[config.mk]
export PLATFORM = sky130hd
export DESIGN_NAME = bitmap_first_fit_allocator_unit_flat
export DESIGN_NICKNAME = d
export VERILOG_FILES = /design/src/bffa_pkg.sv /design/src/bffa_if.sv /design/src/bffa_cell.sv /design/src/bitmap_first_fit_allocator_unit.sv /design/src/flat_wrapper.sv
export SDC_FILE = /design/constraint.sdc
export NUM_CORES = 2
export LEC_CHECK = 0
export BUFFER_PORTS_ARGS = -buffer_cell sky130_fd_sc_hd__buf_2
export CAP_MARGIN = 15
export CORE_UTILIZATION = 45
export CTS_BUF_LIST = sky130_fd_sc_hd__clkbuf_2 sky130_fd_sc_hd__clkbuf_4 sky130_fd_sc_hd__clkbuf_8
export DETAILED_ROUTE_END_ITERATION = 8
export PLACE_DENSITY_LB_ADDON = 0.2
export SETUP_SLACK_MARGIN = 0.15
export SLEW_MARGIN = 30
export SYNTH_ARGS = -nofsm -noshare
export SYNTH_HDL_FRONTEND = slang
export SYNTH_HIERARCHICAL = 1
export SYNTH_SLANG_ARGS = --single-unit
[constraint.sdc]
create_clock -name i_clk -period 15.1 [get_ports i_clk]
set_input_delay 1.51 -clock i_clk [delete_from_list [all_inputs] [get_ports i_clk]]
set_output_delay 1.51 -clock i_clk [all_outputs]
set_load 0.05 [all_outputs]
[src/bffa_pkg.sv]
// shared types and constants for the first-fit block allocator
package bffa_pkg;

    localparam int NUM_BLOCKS = 64;
    localparam int LEN_W      = 7;
    localparam int START_W    = 6;
    localparam int MAP_W      = 64;
    localparam int CNT_W      = (NUM_BLOCKS > 1) ? $clog2(NUM_BLOCKS) : 1;

    // data handed from one cell to the next
    typedef struct packed {
        logic               found;
        logic [START_W-1:0] start;
        logic [LEN_W-1:0]   run;
    } t_link;

    // request length and mark command broadcast to every cell
    typedef struct packed {
        logic               en;
        logic [START_W-1:0] start;
        logic [LEN_W-1:0]   len;
    } t_mark;

endpackage

[src/bffa_if.sv]
// handshake channels for allocation requests and results
interface bffa_req_if;
    import bffa_pkg::*;
    logic             valid;
    logic             ready;
    logic [LEN_W-1:0] request_blocks;
    modport source (output valid, output request_blocks, input ready);
    modport sink (input valid, input request_blocks, output ready);
endinterface

interface bffa_rsp_if;
    import bffa_pkg::*;
    logic               valid;
    logic               ready;
    logic               failed;
    logic [START_W-1:0] start_block;
    logic [MAP_W-1:0]   occupancy_map;
    modport source (output valid, output failed, output start_block,
                    output occupancy_map, input ready);
    modport sink (input valid, input failed, input start_block,
                  input occupancy_map, output ready);
endinterface

[src/bffa_cell.sv]
// one block of the bitmap: its used bit and one stage of the free-run search
module bffa_cell
    import bffa_pkg::*;
(
    input  logic               i_clk,
    input  logic               i_rst_n,
    input  logic [START_W-1:0] i_index,
    input  t_link              i_link,
    input  t_mark              i_mark,
    output t_link              o_link,
    output logic               o_used
);

    logic               r_used;
    t_link              r_link;
    logic [LEN_W-1:0]   w_run;
    logic               w_hit;
    logic [LEN_W-1:0]   w_first;
    logic [START_W-1:0] w_diff;
    logic               w_in_run;

    // length of the free run that ends at this block
    assign w_run   = r_used ? '0 : i_link.run + LEN_W'(1);
    assign w_hit   = (w_run == i_mark.len);
    assign w_first = {1'b0, i_index} + LEN_W'(1) - i_mark.len;

    assign w_diff   = i_index - i_mark.start;
    assign w_in_run = (i_index >= i_mark.start) && ({1'b0, w_diff} < i_mark.len);

    always_ff @(posedge i_clk) begin
        if (!i_rst_n) begin
            r_used <= 1'b0;
            r_link <= '0;
        end else begin
            if (i_mark.en && w_in_run) begin
                r_used <= 1'b1;
            end
            r_link.run   <= w_run;
            r_link.found <= i_link.found || w_hit;
            r_link.start <= i_link.found ? i_link.start : w_first[START_W-1:0];
        end
    end

    assign o_link = r_link;
    assign o_used = r_used;

endmodule

[src/bitmap_first_fit_allocator_unit.sv]
// First-fit contiguous block allocator over a 64-block occupancy bitmap. Each block is one cell
// in a chain; a request's free-run count travels one cell per clock, so a nonzero request is
// searched in ST_SCAN while the count crosses all NUM_BLOCKS cells, its run is marked in ST_DONE,
// and its result is offered in ST_OUT. One request is handled at a time: the next request is
// accepted only after the result has been taken and the unit is back in ST_IDLE. A zero-length
// request skips the search and goes from ST_IDLE straight to ST_DONE and then ST_OUT. A failed
// request leaves the bitmap unchanged; blocks are never freed.
module bitmap_first_fit_allocator_unit
    import bffa_pkg::*;
(
    input  logic       i_clk,
    input  logic       i_rst_n,
    bffa_req_if.sink   i_req,
    bffa_rsp_if.source o_rsp
);

    typedef enum logic [1:0] {
        ST_IDLE,
        ST_SCAN,
        ST_DONE,
        ST_OUT
    } t_state;

    t_state             r_state;
    logic [LEN_W-1:0]   r_len;
    logic [CNT_W-1:0]   r_cnt;
    logic               r_failed;
    logic [START_W-1:0] r_start;

    t_link                 w_in   [NUM_BLOCKS];
    t_link                 w_link [NUM_BLOCKS];
    logic [NUM_BLOCKS-1:0] w_used;
    t_mark                 w_mark;
    logic                  w_found;
    logic [START_W-1:0]    w_start;
    logic                  w_accept;

    assign w_accept = i_req.valid && i_req.ready;

    // zero length always fits at block zero
    assign w_found = (r_len == '0) || w_link[NUM_BLOCKS-1].found;
    assign w_start = (r_len == '0) ? '0 : w_link[NUM_BLOCKS-1].start;

    assign w_mark.en    = (r_state == ST_DONE) && w_found && (r_len != '0);
    assign w_mark.start = w_start;
    assign w_mark.len   = r_len;

    for (genvar g = 0; g < NUM_BLOCKS; g++) begin : g_cell
        if (g == 0) begin : g_head
            assign w_in[g] = '0;
        end else begin : g_body
            assign w_in[g] = w_link[g-1];
        end
        bffa_cell u_cell (
            .i_clk   (i_clk),
            .i_rst_n (i_rst_n),
            .i_index (START_W'(g)),
            .i_link  (w_in[g]),
            .i_mark  (w_mark),
            .o_link  (w_link[g]),
            .o_used  (w_used[g])
        );
    end

    always_ff @(posedge i_clk) begin
        if (!i_rst_n) begin
            r_state  <= ST_IDLE;
            r_len    <= '0;
            r_cnt    <= '0;
            r_failed <= 1'b0;
            r_start  <= '0;
        end else begin
            case (r_state)
                ST_IDLE: begin
                    if (w_accept) begin
                        r_len   <= i_req.request_blocks;
                        r_cnt   <= '0;
                        r_state <= (i_req.request_blocks == '0) ? ST_DONE : ST_SCAN;
                    end
                end
                ST_SCAN: begin
                    // the last cell holds the settled result by ST_DONE
                    if (r_cnt == CNT_W'(NUM_BLOCKS - 1)) begin
                        r_state <= ST_DONE;
                    end else begin
                        r_cnt <= r_cnt + CNT_W'(1);
                    end
                end
                ST_DONE: begin
                    r_failed <= !w_found;
                    r_start  <= w_found ? w_start : '0;
                    r_state  <= ST_OUT;
                end
                ST_OUT: begin
                    if (o_rsp.ready) begin
                        r_state <= ST_IDLE;
                    end
                end
                default: begin
                    r_state <= ST_IDLE;
                end
            endcase
        end
    end

    assign i_req.ready         = (r_state == ST_IDLE);
    assign o_rsp.valid         = (r_state == ST_OUT);
    assign o_rsp.failed        = r_failed;
    assign o_rsp.start_block   = r_start;
    assign o_rsp.occupancy_map = MAP_W'(w_used);

    a_fail_start_zero: assert property (@(posedge i_clk) disable iff (!i_rst_n)
        o_rsp.valid && o_rsp.failed |-> o_rsp.start_block == '0)
        else $error("failed result with nonzero start block");

    a_one_at_a_time: assert property (@(posedge i_clk) disable iff (!i_rst_n)
        !(i_req.ready && o_rsp.valid))
        else $error("request taken while a result is pending");

    a_map_holds_in_scan: assert property (@(posedge i_clk) disable iff (!i_rst_n)
        r_state == ST_SCAN |=> $stable(w_used))
        else $error("bitmap changed during search");

    a_fail_keeps_map: assert property (@(posedge i_clk) disable iff (!i_rst_n)
        r_state == ST_DONE && !w_found |=> $stable(w_used))
        else $error("failed request changed the bitmap");

    a_release: assert property (@(posedge i_clk) disable iff (!i_rst_n)
        o_rsp.valid && o_rsp.ready |=> i_req.ready)
        else $error("not ready after result was taken");

endmodule

[src/flat_wrapper.sv]
// flat-port wrapper written by rule: the top's interface ports become plain ports
module bitmap_first_fit_allocator_unit_flat import bffa_pkg::*;
  (i_clk, i_rst_n, i_req_valid, i_req_request_blocks, i_req_ready, o_rsp_valid, o_rsp_failed, o_rsp_start_block, o_rsp_occupancy_map, o_rsp_ready);
  bffa_req_if i_req_i ();
  bffa_rsp_if o_rsp_i ();
  input  logic i_clk;
  input  logic i_rst_n;
  input wire logic [$bits(i_req_i.valid)-1:0] i_req_valid;
  input wire logic [$bits(i_req_i.request_blocks)-1:0] i_req_request_blocks;
  output wire logic [$bits(i_req_i.ready)-1:0] i_req_ready;
  output wire logic [$bits(o_rsp_i.valid)-1:0] o_rsp_valid;
  output wire logic [$bits(o_rsp_i.failed)-1:0] o_rsp_failed;
  output wire logic [$bits(o_rsp_i.start_block)-1:0] o_rsp_start_block;
  output wire logic [$bits(o_rsp_i.occupancy_map)-1:0] o_rsp_occupancy_map;
  input wire logic [$bits(o_rsp_i.ready)-1:0] o_rsp_ready;
  assign i_req_i.valid = i_req_valid;
  assign i_req_i.request_blocks = i_req_request_blocks;
  assign i_req_ready = i_req_i.ready;
  assign o_rsp_valid = o_rsp_i.valid;
  assign o_rsp_failed = o_rsp_i.failed;
  assign o_rsp_start_block = o_rsp_i.start_block;
  assign o_rsp_occupancy_map = o_rsp_i.occupancy_map;
  assign o_rsp_i.ready = o_rsp_ready;
  bitmap_first_fit_allocator_unit u_core (.i_clk(i_clk), .i_rst_n(i_rst_n), .i_req(i_req_i), .o_rsp(o_rsp_i));
endmodule
==> out/results.ini <==
[critical_path]
endpoint=u_core/g_cell[13].u_cell/o_used
crit_type=reg2reg
r2r_setup_slack_ps=10140
rr_worst_depth=17
arrival_ps=5830
crit_required_ps=15970
path_max_fanout=43
cp-start-kind=flip-flop
worstReg2RegStart=u_core/r_len[4]
end_kind=flip-flop
reg2reg_to=u_core/g_cell[13].u_cell/o_used
startpoint=u_core/r_len[4]

[run_status]
status=finished, final reports clean

[place]
dp_cells=13300
place_area_um2=90000
gp_congestion=0.837
portBuffers=83
dp_hpwl_um=146000

[layout]
final_common_cell=ha_1
layout_common_cells=ha_1 (1350), inv_1 (1348), dfxtp_1 (968)
areaGrowthSynthToFinish_pct=12.1
fin_area_um2=94100
fin_nets=12500
drive_gt1_share_pct=6.56
fin_cells=13600
postLayoutCoreUtil_pct=50.8
fillCellCount=17800

[grt]
grt_max_degree=205
grt_pass1_wl_um=340000
grt_pass1_vias=68500
grt_overflow=0
antenna_found_initial=2
grt_use_total_pct=22.0

[floorplan]
die_w_um=434
core-area_um2=185000
die_area_um2=188000
fp.dieH_um=434
rows=158
io_pins=84
start_util_pct=45.3

[clock_network]
clock_latency_ps=960
cts_tree=built
cts-root-buf=clkbuf_8
htreeDepth=4
cts_resized=0
clock_sinks=975
cts_setup_buffers=0
holdBufCountCts=0
clk_path_buf_depth=3
cts_made_buffers=182
path_clk_slew_ps=60

[drt]
vias_per_cell=5.06
ant_nets=0
drc=0
wl_per_cell_um=15.2
routed_wl_um=207000
dr.first_iter.drc_count=3259
dr_total_vias=68800
dr.pass1.iters=6

[min_path]
hold_depth=1
hold_class=reg2reg

[synth]
yosys_warnings=6
avgSynthCellArea_um2=8.41
synth_area_um2=83900
synthCells=9987

[sta]
slew_headroom_pct=31.4
fmaxAchievable_mhz=202
setup_violations=0
rsz0062_at_grt=no
fin_skew_ps=49.0
tightest_slew_ps=1030
drv_slew=0
holdWs_ps=469
finalSetupTns_ps=0
period_minus_slack_ps=4960
hold_viol_final=0
fin_crit_sh_pct=32.9

[power_and_ir_drop]
peakVddDrop_mv=0.0724
leakage_uw=0.0414
p_per_area_nw_per_um2=137

[run]
maxCapViolCount=0

## layout make-up
cell class	instances	area (um2)	area share, %
Antenna cell	4	10.0	0.0106
Clock buffer	282	3540	3.76
Clock inverter	47	571	0.606
Inverter	1378	5170	5.49
Multi-Input combinational cell	8300	61400	65.2
Sequential cell	975	19500	20.8
Tap cell	2480	3100	3.30
Timing Repair Buffer	126	798	0.848
## critical path, cell delays in order, from the launching register on
cell	delay [ps]
dfxtp_4	760
nor3_1	250
nand2_1	270
and2_4	560
buf_4	810
inv_1	210
ha_1	360
a21o_1	170
a21oi_1	250
o21bai_1	100
a21oi_1	180
xnor2_1	140
ha_1	260
nand2_1	70
nor2_1	30
o21ai_0	100
o2111ai_1	120
o21ai_0	190
## per-layer routing
layer  up-vias  global-route usage [%]  part of all wire, %
met5         -                       0                    0
met4         0                    6.74                  2.7
met3       324                    2.80                  3.4
met2      1022                    39.2                   49
met1     32300                    27.2                   45
li1      35100                       -                    -
## metrics by stage
| step | total power (uW) | setup slack, ps |
|---|---|---|
| 3_3_place_gp | 9800 | 10250 |
| 2_1_floorplan | 8620 | 4960 |
| 3_5_place_dp | 10000 | 10100 |
| 4_1_cts | 13000 | 10130 |
| 6_report | 12900 | 10140 |
| 5_1_grt | 14200 | 9830 |
## report_power, final
| group | switching [uW] | total, uW | internal, uW | leakage [uW] |
|---|---|---|---|---|
| registers | 371 | 3400 | 3030 | 0.00801 |
| logic | 3550 | 6600 | 3050 | 0.0312 |
| clock network | 1220 | 2900 | 1680 | 0.00219 |
| total | 5140 | 12900 | 7770 | 0.0414 |
## how the worst min path moves through the flow
stage | start | to | slack, ps
after floorplan | u_core/g_cell[63].u_cell/o_link[7] | u_core/o_rsp.start_block[0] | 450
after global placement | u_core/r_cnt[1] | u_core/r_cnt[1] | 460
after detailed placement | u_core/r_cnt[1] | u_core/r_cnt[1] | 470
after CTS | u_core/g_cell[59].u_cell/o_link[0] | u_core/g_cell[60].u_cell/o_link[0] | 460
after global routing | u_core/g_cell[59].u_cell/o_link[0] | u_core/g_cell[60].u_cell/o_link[0] | 500
final | u_core/g_cell[59].u_cell/o_link[0] | u_core/g_cell[60].u_cell/o_link[0] | 470
## registers in the layout, indices dropped and copies added (netlist names)
signal and flops:
u_core/g_cell.u_cell/o_link 889, u_core/g_cell.u_cell/o_used 64, u_core/o_rsp.start_block 6, u_core/o_rsp.failed 1
u_core/r_cnt 6, u_core/r_state 2, u_core/r_len 7
No activity file was read; power rests on OpenSTA's default activity.
